--- config.mk ---
export PLATFORM = sky130hd
export DESIGN_NAME = rgb565_hsv_converter_top_flat
export DESIGN_NICKNAME = d
export VERILOG_FILES = /design/src/rhc_pkg.sv /design/src/rhc_if.sv /design/src/rhc_div.sv /design/src/rhc_fwd.sv /design/src/rhc_rev.sv /design/src/rgb565_hsv_converter_top.sv /design/src/flat_wrapper.sv
export SDC_FILE = /design/constraint.sdc
export NUM_CORES = 2
export LEC_CHECK = 0
export ABC_AREA = 0
export BUFFER_PORTS_ARGS = -buffer_cell sky130_fd_sc_hd__buf_4
export CAP_MARGIN = 20
export CORE_MARGIN = 2
export CORE_UTILIZATION = 50
export CTS_BUF_LIST = sky130_fd_sc_hd__clkbuf_16
export CTS_CLUSTER_DIAMETER = 100
export DETAILED_ROUTE_END_ITERATION = 10
export PLACE_DENSITY = 0.65
export SYNTH_ARGS = -nofsm -noshare
export SYNTH_HDL_FRONTEND = slang
export SYNTH_SLANG_ARGS = --single-unit
--- constraint.sdc ---
create_clock -name clk -period 8.45 [get_ports clk]
set_input_delay 1.2675 -clock clk [delete_from_list [all_inputs] [get_ports clk]]
set_output_delay 1.2675 -clock clk [all_outputs]
set_load 0.05 [all_outputs]
--- src/rhc_pkg.sv ---
// shared types, constants and tables for the rgb565 / hsv converter
`timescale 1ns / 1ps

package rhc_pkg;

    localparam int CH_W    = 8;
    localparam int COLOR_W = 16;

    localparam int CH5_MAX = 31;
    localparam int CH6_MAX = 63;
    localparam int CH8_MAX = 255;

    localparam int HUE_STEP  = 43;
    localparam int HUE_OFF_G = 85;
    localparam int HUE_OFF_B = 171;
    localparam int REM_SCALE = 6;

    // divider geometry
    localparam int DIV_STG = 4;
    localparam int HUE_NW  = 14;
    localparam int HUE_QW  = 6;
    localparam int SAT_NW  = 16;
    localparam int SAT_QW  = 8;

    // pipeline depth: expand, prepare, divide, finish
    localparam int NSTG    = DIV_STG + 3;
    localparam int REV_STG = 4;

    localparam logic ACT_FWD = 1'b0;
    localparam logic ACT_REV = 1'b1;

    typedef enum logic [1:0] {
        MAX_RED,
        MAX_GRN,
        MAX_BLU
    } max_ch_t;

    typedef enum logic [2:0] {
        HR_RED_YEL,
        HR_YEL_GRN,
        HR_GRN_CYN,
        HR_CYN_BLU,
        HR_BLU_MAG,
        HR_MAG_RED
    } hue_rgn_t;

    typedef struct packed {
        logic                action;
        logic [COLOR_W-1:0]  color_in;
        logic [CH_W-1:0]     hue_in;
        logic [CH_W-1:0]     sat_in;
        logic [CH_W-1:0]     val_in;
    } rhc_in_t;

    typedef struct packed {
        logic [COLOR_W-1:0]  color_out;
        logic [CH_W-1:0]     hue_out;
        logic [CH_W-1:0]     sat_out;
        logic [CH_W-1:0]     val_out;
    } rhc_out_t;

    // per-item control that rides along the forward dividers
    typedef struct packed {
        logic            act;
        logic [CH_W-1:0] mx;
        logic            grey;
        logic            black;
        logic            neg;
        logic [CH_W-1:0] off;
    } fwd_side_t;

    typedef logic [CH_W-1:0] exp5_tbl_t [32];
    typedef logic [CH_W-1:0] exp6_tbl_t [64];

    function automatic exp5_tbl_t build_exp5();
        exp5_tbl_t t;
        for (int i = 0; i < 32; i++)
        begin
            t[i] = CH_W'((i * CH8_MAX) / CH5_MAX);
        end
        return t;
    endfunction

    function automatic exp6_tbl_t build_exp6();
        exp6_tbl_t t;
        for (int i = 0; i < 64; i++)
        begin
            t[i] = CH_W'((i * CH8_MAX) / CH6_MAX);
        end
        return t;
    endfunction

    localparam exp5_tbl_t EXP5_TBL = build_exp5();
    localparam exp6_tbl_t EXP6_TBL = build_exp6();

    function automatic logic [CH_W-1:0] rgn_base(input hue_rgn_t rgn);
        logic [CH_W-1:0] b;
        case (rgn)
            HR_RED_YEL: b = '0;
            HR_YEL_GRN: b = CH_W'(HUE_STEP);
            HR_GRN_CYN: b = CH_W'(HUE_STEP * 2);
            HR_CYN_BLU: b = CH_W'(HUE_STEP * 3);
            HR_BLU_MAG: b = CH_W'(HUE_STEP * 4);
            HR_MAG_RED: b = CH_W'(HUE_STEP * 5);
            default:    b = '0;
        endcase
        return b;
    endfunction

    function automatic logic [COLOR_W-1:0] pack565(
        input logic [CH_W-1:0] r,
        input logic [CH_W-1:0] g,
        input logic [CH_W-1:0] b
    );
        return {r[7:3], g[7:2], b[7:3]};
    endfunction

endpackage

--- src/rhc_if.sv ---
// request and result channel interfaces
`timescale 1ns / 1ps

interface rhc_in_if;
    logic             valid;
    logic             ready;
    rhc_pkg::rhc_in_t data;

    modport source (output valid, output data, input ready);
    modport sink   (input valid, input data, output ready);
endinterface

interface rhc_out_if;
    logic              valid;
    logic              ready;
    rhc_pkg::rhc_out_t data;

    modport source (output valid, output data, input ready);
    modport sink   (input valid, input data, output ready);
endinterface

--- src/rhc_div.sv ---
// pipelined restoring divider, a few quotient bits per stage
`timescale 1ns / 1ps

module rhc_div #(
    parameter int NW  = rhc_pkg::SAT_NW,
    parameter int QW  = rhc_pkg::SAT_QW,
    parameter int STG = rhc_pkg::DIV_STG,
    parameter int DW  = rhc_pkg::CH_W
) (
    input  logic           clk,
    input  logic [STG-1:0] en,
    input  logic [NW-1:0]  num,
    input  logic [DW-1:0]  den,
    output logic [QW-1:0]  quo
);

    localparam int BPS = (QW + STG - 1) / STG;
    localparam int CW  = NW + DW;

    logic [NW-1:0] rem_reg [STG];
    logic [DW-1:0] den_reg [STG];
    logic [QW-1:0] quo_reg [STG];

    genvar s;
    generate
        for (s = 0; s < STG; s++)
        begin : g_stage
            logic [NW-1:0] rem_src;
            logic [NW-1:0] rem_next;
            logic [DW-1:0] den_src;
            logic [QW-1:0] quo_src;
            logic [QW-1:0] quo_next;

            if (s == 0)
            begin : g_first
                assign rem_src = num;
                assign den_src = den;
                assign quo_src = '0;
            end
            else
            begin : g_rest
                assign rem_src = rem_reg[s-1];
                assign den_src = den_reg[s-1];
                assign quo_src = quo_reg[s-1];
            end

            always_comb
            begin
                logic [CW-1:0] sh;
                logic          ge;
                sh       = '0;
                ge       = 1'b0;
                rem_next = rem_src;
                quo_next = quo_src;
                for (int j = 0; j < BPS; j++)
                begin
                    if (s * BPS + j < QW)
                    begin
                        sh = CW'(den_src) << (QW - 1 - s * BPS - j);
                        ge = CW'(rem_next) >= sh;
                        if (ge)
                        begin
                            rem_next = rem_next - NW'(sh);
                        end
                        quo_next = {quo_next[QW-2:0], ge};
                    end
                end
            end

            always_ff @(posedge clk)
            begin
                if (en[s])
                begin
                    rem_reg[s] <= rem_next;
                    den_reg[s] <= den_src;
                    quo_reg[s] <= quo_next;
                end
            end
        end
    endgenerate

    assign quo = quo_reg[STG-1];

endmodule

--- src/rhc_fwd.sv ---
// forward path: rgb565 to hue, saturation and value
`timescale 1ns / 1ps

module rhc_fwd (
    input  logic                          clk,
    input  logic [rhc_pkg::NSTG-1:0]      en,
    input  logic                          action,
    input  logic [rhc_pkg::COLOR_W-1:0]   color_in,
    output logic [rhc_pkg::CH_W-1:0]      hue_out,
    output logic [rhc_pkg::CH_W-1:0]      sat_out,
    output logic [rhc_pkg::CH_W-1:0]      val_out
);

    import rhc_pkg::*;

    // stage 0: channel expansion and max / min
    logic [CH_W-1:0] r_next, g_next, b_next, mx_next, mn_next;
    max_ch_t         sel_next;
    logic            act0_reg;
    logic [CH_W-1:0] r0_reg, g0_reg, b0_reg, mx0_reg, mn0_reg;
    max_ch_t         sel0_reg;

    always_comb
    begin
        r_next = EXP5_TBL[color_in[15:11]];
        g_next = EXP6_TBL[color_in[10:5]];
        b_next = EXP5_TBL[color_in[4:0]];
        // red wins ties, then green
        if (r_next >= g_next && r_next >= b_next)
        begin
            sel_next = MAX_RED;
            mx_next  = r_next;
        end
        else if (g_next >= b_next)
        begin
            sel_next = MAX_GRN;
            mx_next  = g_next;
        end
        else
        begin
            sel_next = MAX_BLU;
            mx_next  = b_next;
        end
        mn_next = r_next;
        if (g_next < mn_next)
        begin
            mn_next = g_next;
        end
        if (b_next < mn_next)
        begin
            mn_next = b_next;
        end
    end

    always_ff @(posedge clk)
    begin
        if (en[0])
        begin
            act0_reg <= action;
            r0_reg   <= r_next;
            g0_reg   <= g_next;
            b0_reg   <= b_next;
            mx0_reg  <= mx_next;
            mn0_reg  <= mn_next;
            sel0_reg <= sel_next;
        end
    end

    // stage 1: sector numerator and dividends
    logic [CH_W-1:0]   d_next, a_sel, b_sel, mag_next;
    fwd_side_t         side_next;
    logic [HUE_NW-1:0] hnum_next;
    logic [SAT_NW-1:0] snum_next;
    fwd_side_t         side1_reg;
    logic [CH_W-1:0]   d1_reg;
    logic [HUE_NW-1:0] hnum1_reg;
    logic [SAT_NW-1:0] snum1_reg;

    always_comb
    begin
        d_next = mx0_reg - mn0_reg;
        case (sel0_reg)
            MAX_RED:
            begin
                a_sel         = g0_reg;
                b_sel         = b0_reg;
                side_next.off = '0;
            end
            MAX_GRN:
            begin
                a_sel         = b0_reg;
                b_sel         = r0_reg;
                side_next.off = CH_W'(HUE_OFF_G);
            end
            MAX_BLU:
            begin
                a_sel         = r0_reg;
                b_sel         = g0_reg;
                side_next.off = CH_W'(HUE_OFF_B);
            end
            default:
            begin
                a_sel         = g0_reg;
                b_sel         = b0_reg;
                side_next.off = '0;
            end
        endcase
        side_next.act   = act0_reg;
        side_next.mx    = mx0_reg;
        side_next.grey  = (d_next == '0);
        side_next.black = (mx0_reg == '0);
        side_next.neg   = (a_sel < b_sel);
        mag_next        = side_next.neg ? (b_sel - a_sel) : (a_sel - b_sel);
        hnum_next       = HUE_NW'(mag_next) * HUE_NW'(HUE_STEP);
        snum_next       = {d_next, 8'h00} - SAT_NW'(d_next);
    end

    always_ff @(posedge clk)
    begin
        if (en[1])
        begin
            side1_reg <= side_next;
            d1_reg    <= d_next;
            hnum1_reg <= hnum_next;
            snum1_reg <= snum_next;
        end
    end

    // stages 2 .. DIV_STG+1: dividers with control riding alongside
    logic [HUE_QW-1:0] hq;
    logic [SAT_QW-1:0] sq;
    fwd_side_t         side_dly_reg [DIV_STG];

    rhc_div #(
        .NW  (HUE_NW),
        .QW  (HUE_QW),
        .STG (DIV_STG),
        .DW  (CH_W)
    ) u_hue_div (
        .clk (clk),
        .en  (en[DIV_STG+1:2]),
        .num (hnum1_reg),
        .den (d1_reg),
        .quo (hq)
    );

    rhc_div #(
        .NW  (SAT_NW),
        .QW  (SAT_QW),
        .STG (DIV_STG),
        .DW  (CH_W)
    ) u_sat_div (
        .clk (clk),
        .en  (en[DIV_STG+1:2]),
        .num (snum1_reg),
        .den (side1_reg.mx),
        .quo (sq)
    );

    genvar s;
    generate
        for (s = 0; s < DIV_STG; s++)
        begin : g_side
            always_ff @(posedge clk)
            begin
                if (en[s+2])
                begin
                    if (s == 0)
                    begin
                        side_dly_reg[s] <= side1_reg;
                    end
                    else
                    begin
                        side_dly_reg[s] <= side_dly_reg[(s == 0) ? 0 : s-1];
                    end
                end
            end
        end
    endgenerate

    // last stage: signed sector step plus offset, wrapped to 8 bits; all outputs zero for reverse requests
    fwd_side_t       side_f;
    logic [CH_W-1:0] hq8, hue_next, sat_next, val_next;
    logic [CH_W-1:0] hue_reg, sat_reg, val_reg;

    always_comb
    begin
        side_f   = side_dly_reg[DIV_STG-1];
        hq8      = CH_W'(hq);
        hue_next = side_f.grey ? '0
                 : side_f.off + (side_f.neg ? (CH_W'(0) - hq8) : hq8);
        sat_next = side_f.black ? '0 : sq;
        val_next = side_f.mx;
        if (side_f.act == ACT_REV)
        begin
            hue_next = '0;
            sat_next = '0;
            val_next = '0;
        end
    end

    always_ff @(posedge clk)
    begin
        if (en[NSTG-1])
        begin
            hue_reg <= hue_next;
            sat_reg <= sat_next;
            val_reg <= val_next;
        end
    end

    assign hue_out = hue_reg;
    assign sat_out = sat_reg;
    assign val_out = val_reg;

endmodule

--- src/rhc_rev.sv ---
// reverse path: hue, saturation and value to rgb565
`timescale 1ns / 1ps

module rhc_rev (
    input  logic                          clk,
    input  logic [rhc_pkg::NSTG-1:0]      en,
    input  logic                          action,
    input  logic [rhc_pkg::CH_W-1:0]      hue_in,
    input  logic [rhc_pkg::CH_W-1:0]      sat_in,
    input  logic [rhc_pkg::CH_W-1:0]      val_in,
    output logic [rhc_pkg::COLOR_W-1:0]   color_out
);

    import rhc_pkg::*;

    localparam int DLY = NSTG - REV_STG;
    localparam int PW  = 2 * CH_W;

    // stage 0: hue region, remainder and p
    hue_rgn_t          rgn_next;
    logic [CH_W-1:0]   diff, rem_next;
    logic [2*CH_W-1:0] p_prod;
    logic              act0_reg;
    hue_rgn_t          rgn0_reg;
    logic [CH_W-1:0]   rem0_reg, v0_reg, s0_reg, p0_reg;

    always_comb
    begin
        if (hue_in >= CH_W'(HUE_STEP * 5))
        begin
            rgn_next = HR_MAG_RED;
        end
        else if (hue_in >= CH_W'(HUE_STEP * 4))
        begin
            rgn_next = HR_BLU_MAG;
        end
        else if (hue_in >= CH_W'(HUE_STEP * 3))
        begin
            rgn_next = HR_CYN_BLU;
        end
        else if (hue_in >= CH_W'(HUE_STEP * 2))
        begin
            rgn_next = HR_GRN_CYN;
        end
        else if (hue_in >= CH_W'(HUE_STEP))
        begin
            rgn_next = HR_YEL_GRN;
        end
        else
        begin
            rgn_next = HR_RED_YEL;
        end
        diff     = hue_in - rgn_base(rgn_next);
        rem_next = diff * CH_W'(REM_SCALE);
        p_prod   = PW'(val_in) * PW'(CH_W'(CH8_MAX) - sat_in);
    end

    always_ff @(posedge clk)
    begin
        if (en[0])
        begin
            act0_reg <= action;
            rgn0_reg <= rgn_next;
            rem0_reg <= rem_next;
            v0_reg   <= val_in;
            s0_reg   <= sat_in;
            p0_reg   <= p_prod[15:8];
        end
    end

    // stage 1: scaled saturation terms
    logic [2*CH_W-1:0] sr_prod, st_prod;
    logic              act1_reg;
    hue_rgn_t          rgn1_reg;
    logic [CH_W-1:0]   v1_reg, p1_reg, sr1_reg, st1_reg;

    always_comb
    begin
        sr_prod = PW'(s0_reg) * PW'(rem0_reg);
        st_prod = PW'(s0_reg) * PW'(CH_W'(CH8_MAX) - rem0_reg);
    end

    always_ff @(posedge clk)
    begin
        if (en[1])
        begin
            act1_reg <= act0_reg;
            rgn1_reg <= rgn0_reg;
            v1_reg   <= v0_reg;
            p1_reg   <= p0_reg;
            sr1_reg  <= sr_prod[15:8];
            st1_reg  <= st_prod[15:8];
        end
    end

    // stage 2: q and t
    logic [2*CH_W-1:0] q_prod, t_prod;
    logic              act2_reg;
    hue_rgn_t          rgn2_reg;
    logic [CH_W-1:0]   v2_reg, p2_reg, q2_reg, t2_reg;

    always_comb
    begin
        q_prod = PW'(v1_reg) * PW'(CH_W'(CH8_MAX) - sr1_reg);
        t_prod = PW'(v1_reg) * PW'(CH_W'(CH8_MAX) - st1_reg);
    end

    always_ff @(posedge clk)
    begin
        if (en[2])
        begin
            act2_reg <= act1_reg;
            rgn2_reg <= rgn1_reg;
            v2_reg   <= v1_reg;
            p2_reg   <= p1_reg;
            q2_reg   <= q_prod[15:8];
            t2_reg   <= t_prod[15:8];
        end
    end

    // stage 3: region select and pack
    logic [COLOR_W-1:0] color_next;
    logic [COLOR_W-1:0] color3_reg;

    always_comb
    begin
        case (rgn2_reg)
            HR_RED_YEL: color_next = pack565(v2_reg, t2_reg, p2_reg);
            HR_YEL_GRN: color_next = pack565(q2_reg, v2_reg, p2_reg);
            HR_GRN_CYN: color_next = pack565(p2_reg, v2_reg, t2_reg);
            HR_CYN_BLU: color_next = pack565(p2_reg, q2_reg, v2_reg);
            HR_BLU_MAG: color_next = pack565(t2_reg, p2_reg, v2_reg);
            default:    color_next = pack565(v2_reg, p2_reg, q2_reg);
        endcase
        if (act2_reg == ACT_FWD)
        begin
            color_next = '0;
        end
    end

    always_ff @(posedge clk)
    begin
        if (en[3])
        begin
            color3_reg <= color_next;
        end
    end

    // delay to match the forward path depth
    logic [COLOR_W-1:0] color_dly_reg [DLY];

    genvar s;
    generate
        for (s = 0; s < DLY; s++)
        begin : g_dly
            if (s == 0)
            begin : g_first
                always_ff @(posedge clk)
                begin
                    if (en[REV_STG])
                    begin
                        color_dly_reg[s] <= color3_reg;
                    end
                end
            end
            else
            begin : g_rest
                always_ff @(posedge clk)
                begin
                    if (en[REV_STG+s])
                    begin
                        color_dly_reg[s] <= color_dly_reg[s-1];
                    end
                end
            end
        end
    endgenerate

    assign color_out = color_dly_reg[DLY-1];

endmodule

--- src/rgb565_hsv_converter_top.sv ---
// 7 register stages from request accept to result valid
// throughput: one request per cycle while result.ready is high; the depth is set by the 4-stage dividers
// of the forward path (2 quotient bits per stage) plus expand, prepare and finish stages
// each full stage holds while the one after it is full and stalled, so bubbles close up
// reset clears the stage valid bits only; payload registers are not reset
`timescale 1ns / 1ps

module rgb565_hsv_converter_top (
    input  logic      clk,
    input  logic      rst_n,
    rhc_in_if.sink    pixel,
    rhc_out_if.source result
);

    import rhc_pkg::*;

    logic [NSTG-1:0] vld_reg;
    logic [NSTG-1:0] vld_next;
    logic [NSTG-1:0] vld_shift;
    logic [NSTG-1:0] en;

    always_comb
    begin
        en[NSTG-1] = !vld_reg[NSTG-1] || result.ready;
        for (int k = NSTG - 2; k >= 0; k--)
        begin
            en[k] = !vld_reg[k] || en[k+1];
        end
        vld_shift = {vld_reg[NSTG-2:0], pixel.valid};
        vld_next  = (en & vld_shift) | (~en & vld_reg);
    end

    always_ff @(posedge clk or negedge rst_n)
    begin
        if (!rst_n)
        begin
            vld_reg <= '0;
        end
        else
        begin
            vld_reg <= vld_next;
        end
    end

    rhc_fwd u_fwd (
        .clk      (clk),
        .en       (en),
        .action   (pixel.data.action),
        .color_in (pixel.data.color_in),
        .hue_out  (result.data.hue_out),
        .sat_out  (result.data.sat_out),
        .val_out  (result.data.val_out)
    );

    rhc_rev u_rev (
        .clk       (clk),
        .en        (en),
        .action    (pixel.data.action),
        .hue_in    (pixel.data.hue_in),
        .sat_in    (pixel.data.sat_in),
        .val_in    (pixel.data.val_in),
        .color_out (result.data.color_out)
    );

    assign pixel.ready  = en[0];
    assign result.valid = vld_reg[NSTG-1];

    // full pipe with a stalled result must push back on requests
    a_full_stall: assert property (@(posedge clk) disable iff (!rst_n)
        (&vld_reg) && !result.ready |-> !pixel.ready)
        else $error("request taken while pipeline full and stalled");

    // one of the two result groups is always zero
    a_mode_zero: assert property (@(posedge clk) disable iff (!rst_n)
        result.valid |-> (result.data.color_out == '0) ||
            (result.data.hue_out == '0 && result.data.sat_out == '0 &&
             result.data.val_out == '0))
        else $error("both forward and reverse fields nonzero");

    // nonzero saturation needs a nonzero value
    a_sat_val: assert property (@(posedge clk) disable iff (!rst_n)
        result.valid && result.data.sat_out != '0 |-> result.data.val_out != '0)
        else $error("saturation without value");

    // a colored hue means the channels differ, so saturation is nonzero
    a_hue_sat: assert property (@(posedge clk) disable iff (!rst_n)
        result.valid && result.data.hue_out != '0 |-> result.data.sat_out != '0)
        else $error("hue without saturation");

endmodule
--- src/flat_wrapper.sv ---
// flat-port wrapper written by rule: the top's interface ports become plain ports
module rgb565_hsv_converter_top_flat import rhc_pkg::*;
  (clk, rst_n, pixel_valid, pixel_data, pixel_ready, result_valid, result_data, result_ready);
  rhc_in_if pixel_i ();
  rhc_out_if result_i ();
  input  logic clk;
  input  logic rst_n;
  input wire logic [$bits(pixel_i.valid)-1:0] pixel_valid;
  input wire logic [$bits(pixel_i.data)-1:0] pixel_data;
  output wire logic [$bits(pixel_i.ready)-1:0] pixel_ready;
  output wire logic [$bits(result_i.valid)-1:0] result_valid;
  output wire logic [$bits(result_i.data)-1:0] result_data;
  input wire logic [$bits(result_i.ready)-1:0] result_ready;
  assign pixel_i.valid = pixel_valid;
  assign pixel_i.data = pixel_data;
  assign pixel_ready = pixel_i.ready;
  assign result_valid = result_i.valid;
  assign result_data = result_i.data;
  assign result_i.ready = result_ready;
  rgb565_hsv_converter_top u_core (.clk(clk), .rst_n(rst_n), .pixel(pixel_i), .result(result_i));
endmodule
; After elaboration in Yosys (flattened, before gate mapping)
; Memory sizes are Yosys's and may differ from the RTL's. A register that Yosys moved wholly into a read port is not among the register bits.
; Index checks and enable logic that the tools add are counted.
[word_totals]
latchBits = 0
memories = 11
romBits = 1024
ram_bits = 368
wordCells = 192
out_inout_bits = 42
ff_bits = 245
inputBits = 45
[memory_table]
columns = memory, words, word_bits, rd, rd_clocked_by_memory_dff, write_ports, line_no
row1 = (name not given), 64, 8, 1, 0, 0, rhc_fwd.sv:26  ; g_next = EXP6_TBL[color_in[10:5]];
row2 = (name not given), 32, 8, 1, 0, 0, rhc_fwd.sv:27  ; b_next = EXP5_TBL[color_in[4:0]];
row3 = (name not given), 32, 8, 1, 0, 0, rhc_fwd.sv:25  ; r_next = EXP5_TBL[color_in[15:11]];
row4 = u_core.u_fwd.side_dly_reg, 4, 20, 4, 0, 4, rhc_fwd.sv:132  ; fwd_side_t side_dly_reg [DIV_STG];
row5 = u_core.u_fwd.u_sat_div.rem_reg, 4, 16, 3, 0, 4, rhc_div.sv:20  ; logic [NW-1:0] rem_reg [STG];
row6 = u_core.u_fwd.u_hue_div.rem_reg, 4, 14, 3, 0, 4, rhc_div.sv:20
row7 = 5 more memories, --, --, --, --, --, --
[op_classes]
shift = 0
n_lt_le_gt_ge = 28
multipliers = 7
bitwise = 7
div = 0
add_sub_neg = 25
n_mux = 47
n_eq_ne = 11
reduce_logical = 20
[ops]
columns = cell, count
row1 = 16-bit 2-to-1 mux, 8
row2 = 8-bit 2-to-1 mux, 12
row3 = 14-bit 2-to-1 mux, 6
row4 = 16-bit one-hot mux with 5 select lines, 1
row5 = 9-bit by 9-bit multiplier with 16-bit output, 4
row6 = 8-bit one-hot mux with 2 select lines, 3
row7 = 8-bit one-hot mux with 5 select lines, 1
row8 = "8-bit by 8-bit subtractor with 9-bit output, first input constant", 4
row9 = 16-bit by 8-bit subtractor with 16-bit output, 2
row10 = 8-bit subtractor, 4
row11 = 8-bit >= comparator, 3
row12 = "8-bit >= comparator, second input constant", 3
row13 = 8-bit less-than comparator, 3
row14 = 16-bit by 10-bit >= comparator with 1-bit output, 1
row15 = 16-bit by 11-bit >= comparator with 1-bit output, 1
row16 = 16-bit by 12-bit >= comparator with 1-bit output, 1
row17 = 16-bit by 13-bit >= comparator with 1-bit output, 1
row18 = 16-bit by 14-bit >= comparator with 1-bit output, 1
row19 = 16-bit by 15-bit >= comparator with 1-bit output, 1
row20 = 16-bit by 8-bit >= comparator with 1-bit output, 1
row21 = 16-bit by 9-bit >= comparator with 1-bit output, 1
row22 = 8-bit zero test, 2
row23 = 16-bit by 10-bit subtractor with 16-bit output, 1
row24 = 16-bit by 11-bit subtractor with 16-bit output, 1
row25 = 44 further kinds, 79

; Depth between registers and ports, before layout
[logic_depth]
ltp_word = 11
mapped_depth = 31

; Modules after synthesis
; Synthesis repeated with hierarchy kept, for this count alone.
[hier_totals]
hier_cells = 3290
hier_area_um2 = 37010.5
[by_module_without_submodules]
columns = module, area_each_um2, cells_per_inst, seq_area_each_um2, instances
row1 = rhc_rev, 15477.3, 1405, 4774.6, 1
row2 = rhc_fwd, 9600.5, 738, 5375.2, 1
row3 = rhc_div at u_core.u_fwd.u_sat_div, 6900.4, 661, 2762.6, 1
row4 = rhc_div at u_core.u_fwd.u_hue_div, 4725.8, 460, 1861.8, 1
row5 = rgb565_hsv_converter_top, 306.5, 26, 175.2, 1

; Worst setup path after synthesis
; OpenSTA, ideal clock, no wires.
[synth_timing]
path_type = input port to flip-flop
from = input result_ready
to = register u_core.u_fwd.act0_reg, enable pin
stages = 4
setup_slack_ps = 990
setup_time_ps = 1287
arrival_time_ps = 6173
cell_sequence = nor2b_1 nand3_1 nor2_1 nand4_1
[synth_between]
elab_chain_cells = 7
[synth_rtl]
columns = element, line_no
row1 = start: declaration, flat_wrapper.sv:13  ; input wire logic [$bits(result_i.ready)-1:0] result_ready;
row2 = 1-bit logical OR, rgb565_hsv_converter_top.sv:24  ; en[NSTG-1] = !vld_reg[NSTG-1] || result.ready;
row3 = 1-bit logical OR (2 in a row), rgb565_hsv_converter_top.sv:27  ; en[k] = !vld_reg[k] || en[k+1];
row4 = named net u_core.en[4], rgb565_hsv_converter_top.sv:20  ; logic [NSTG-1:0] en;
row5 = 1-bit logical OR (4 in a row), rgb565_hsv_converter_top.sv:27
row6 = named net pixel_ready, flat_wrapper.sv:10  ; output wire logic [$bits(pixel_i.ready)-1:0] pixel_ready;
row7 = end signal: assignment, rhc_fwd.sv:59  ; act0_reg <= action;
row8 = end: declaration, rhc_fwd.sv:19  ; logic act0_reg;
; The timed path passes the listed nets, and every way through them passes these cells.
; A chain may end at the register's enable or synchronous reset.

; Worst setup path after layout
[layout_timing]
from = register u_core.u_fwd.sel0_reg[0]
to = register u_core.u_fwd.hnum1_reg[13] (data pin)
[layout_between]
elab_chain_cells = 5
word_cells_on_any_way = 9
cone_classes = add/sub: 2 / mul: 1 / order compare: 1 / eq/ne: 2 / mux: 3
[layout_rtl]
columns = element, line_no
row1 = start: declaration, rhc_fwd.sv:21  ; max_ch_t sel0_reg;
row2 = start signal: assignment, rhc_fwd.sv:65  ; sel0_reg <= sel_next;
row3 = 2-bit == test / 2-bit by 1-bit == test with 1-bit output (equally long branches), rhc_fwd.sv:82  ; case (sel0_reg)
row4 = 8-bit one-hot mux with 2 select lines, rhc_fwd.sv:82
row5 = 8-bit subtractor / 8-bit less-than comparator (equally long branches), "rhc_fwd.sv:113, rhc_fwd.sv:112"
row6 = 8-bit 2-to-1 mux (*), rhc_fwd.sv:113  ; mag_next = side_next.neg ? (b_sel - a_sel) : (a_sel - b_sel);
row7 = 8-bit by 6-bit multiplier with 14-bit output (*), rhc_fwd.sv:114  ; hnum_next = HUE_NW'(mag_next) * HUE_NW'(HUE_STEP);
row8 = named net u_core.u_fwd.hnum_next[13], rhc_fwd.sv:72  ; logic [HUE_NW-1:0] hnum_next;
row9 = end signal: assignment, rhc_fwd.sv:124  ; hnum1_reg <= hnum_next;
row10 = end: declaration, rhc_fwd.sv:76  ; logic [HUE_NW-1:0] hnum1_reg;
; Mark *: on every way through the listed nets, which the timed path passes. The rest lies on a longest branch.

==> metrics.md <==
| Metric | Value |
|---|---|
| Status | `completed` |
| Final Hold Fails | `0` |
| Fin nets | `3977` |
| I/O Buffers | `86` |
| Clock H-tree levels | `2` |
| WS Path Type | `reg -> reg` |
| DRT Pass-1 Iters | `5` |
| Hold buffer count at cts | `0` |
| Slew @ Worst Pin | `0.999 ns` |
| Hpwl dp | `54400 µm` |
| Number of antenna-violating nets in the routed design | `0` |
| Layout area overhead | `9.29%` |
| Starting DRT DRC Count | `1438` |
| Mapped cell area | `35600 µm²` |
| DR vias | `23329` |
| Share of post-route cells with drive strength above 1 | `8.19%` |
| Clock slew at reported path FFs | `0.06 ns` |
| Cell family with most CP delay | `adder cells` |
| Number of global-route vias before repair | `24372` |
| Final Skew | `0.0217 ns` |
| Post-CTS Setup Repair Bufs | `0` |
| Distinct cells, synth | `79` |
| Post-Route Setup TNS | `0 ns` |
| Slowest stage cell, crit path | `ha_1` |
| Minimum clock period | `7.31 ns` |
| Clock latency on the worst-skew pair | `0.60 ns` |
| Max reg flops | `48` |
| Most used cell, CP | `ha_1` |
| # resized after CTS | `0` |
| Synthesized flop and latch total | `470` |
| Commonest non-fill, non-tap cell in the layout | `inv_1` |
| Syn Nets | `3894` |
| Total GRT Usage | `19.6%` |
| CTS tree | `built` |
| IO Pins | `87` |
| Post-Syn Area per Cell | `10.9 µm²` |
| GPL Wtd Cong | `0.889` |
| Starting Density | `50.6%` |
| Vias per inst | `5.40` |
| CP Max Fanout | `32` |
| RSZ-0062 raised after global routing | `no` |
| Worst setup EP type | `flop` |
| Final WL | `70300 µm` |
| Synth warn | `0` |
| Die Y | `271 µm` |
| Die ar. | `73200 µm²` |
| CP Buf/Inv Count | `3` |
| CP max stage delay | `0.81 ns` |
| Top FF cell, synth | `edfxtp_1` |
| Hold Crit Class | `reg -> reg` |
| First-pass GRT wire length | `120000 µm` |
| Bufs on Longest Clock Path | `3` |
| Pre-CTS setup slack | `1.21 ns` |
| Worst path arrival time | `7.66 ns` |
| Tcrit/Tclk final | `86.5%` |
| # diodes | `0` |
| WP data required | `8.80 ns` |
| Core Region | `70300 µm²` |
| Max_cap viols | `0` |
| Startpoint types | `flop` |
| # clock sinks | `470` |
| Post-synth EDFFs | `463` |
| Total grt overflow | `0` |
| Setup WS post-layout | `1.14 ns` |
| Root buf cell | `clkbuf_16` |
| Seq/Total Area, Yosys | `39.6%` |
| Drt drc | `0` |
| Die Wd | `271 µm` |
| Share of flip-flops with an asynchronous set or reset | `1.49%` |
| Number of setup violations in the final report | `0` |
| Pins over their slew limit | `0` |
| Slew headroom | `32.8%` |
| Largest net degree at the start of global routing | `85` |
| Cts bufs inserted | `52` |
| Initial antenna violation count | `2` |
| WL per Instance | `16.3 µm` |
| Max Clk Rate | `0.137 GHz` |
| Cells after Synth | `3259` |
| Std-Cell Rows | `97` |
| Most frequent cells in the layout | `479 x inv_1, 463 x edfxtp_1, 391 x ha_1` |
cells in the mapped netlist (12+ instances only):
library cell	count	share of area, %
xor2_1	47	1.2
nand2_1	138	1.5
o21bai_1	13	0.27
edfxtp_1	463	39
mux2_2	52	1.6
or2_2	12	0.21
nor2b_1	163	2.9
clkbuf_1	50	0.53
a21boi_0	21	0.44
o21a_1	33	0.70
nand4_1	23	0.40
ha_1	391	14
fa_1	199	11
inv_1	468	4.9
a22oi_1	16	0.34
a31oi_1	12	0.21
a21o_1	48	1.0
mux2i_1	61	1.7
buf_4	16	0.34
nor3_1	43	0.61
xnor2_1	98	2.4
and2_1	40	0.70
a21oi_1	152	2.1
nand3_1	27	0.38
a211oi_1	18	0.38
nand2b_1	137	2.4
nor2_1	198	2.1
o21ai_0	127	1.8
area by class of cell:
type	count	area, µm²
clock buffers	53	1330
clock inverters	41	292
fillers	5914	31400
inverters	469	1760
multi-input cells	2245	19400
flip-flops and latches	470	14100
well taps	940	1180
repair buffers	104	817
worst paths after layout:
check | start | endpoint | slack [ns] | cells after the start
setup / recovery | u_core.u_fwd.sel0_reg[0] | u_core.u_fwd.hnum1_reg[13] | 1.14 | 26
hold / removal | u_core.u_fwd.side_dly_reg[2][8] | u_core.u_fwd.side_dly_reg[3][8] | 0.41 | 0
setup reg to reg | u_core.u_fwd.sel0_reg[0] | u_core.u_fwd.hnum1_reg[13] | 1.14 | 26
hold reg to reg | u_core.u_fwd.side_dly_reg[2][8] | u_core.u_fwd.side_dly_reg[3][8] | 0.41 | 0
max in group asynchronous | rst_n | asynchronous set/reset pin | 7.84 | 1
min in group asynchronous | rst_n | asynchronous set/reset pin | 0.49 | 1
worst reg2reg max path: cells and delay by family (launching register included):
family | cells | cell delay [ns]
compound gates | 12 | 2.65
buf+inv | 3 | 0.38
mux | 1 | 0.36
simple gates | 1 | 0.11
flops | 1 | 0.37
fa+ha+maj | 7 | 2.86
xor+xnor | 2 | 0.33
through the flow:
| stage | instance area, µm² | std cells | hold slack (ns) | util, % |
|---|---|---|---|---|
| 6_report | 38900 | 4322 | 0.414 | 55.3 |
| 5_1_grt | 38900 | 4322 | 0.422 | 55.3 |
| 4_1_cts | 38800 | 4320 | 0.418 | 55.2 |
| 3_5_place_dp | 37200 | 4226 | 0.405 | 52.9 |
| 3_3_place_gp | 37200 | 4225 | 0.401 | 52.9 |
| 2_1_floorplan | 35600 | 3259 | 0.400 | - |
logic make-up after synthesis:
group | after synthesis | share of synthesized area [%]
AOI/OAI and AO/OA | 538 | 9.64
xor gates and xnor gates | 145 | 3.57
adders and majority gates | 590 | 25.0
buffers and inverters | 544 | 5.94
DFF | 470 | 39.6
muxes | 118 | 3.58
and+or+nand+nor | 854 | 12.7
per-layer routing:
metal  vias up  wire length [µm]  track usage [%]
li1      11425                 -                -
met1     11332             33000             26.8
met2       456             33300             33.4
met3       116              2470             2.44
met4         0              1490             4.61
met5         -                 0                0
Power is left out: the tool's default activity adds up to more than one toggle a clock period on the data nets, which glitch-free logic cannot reach.
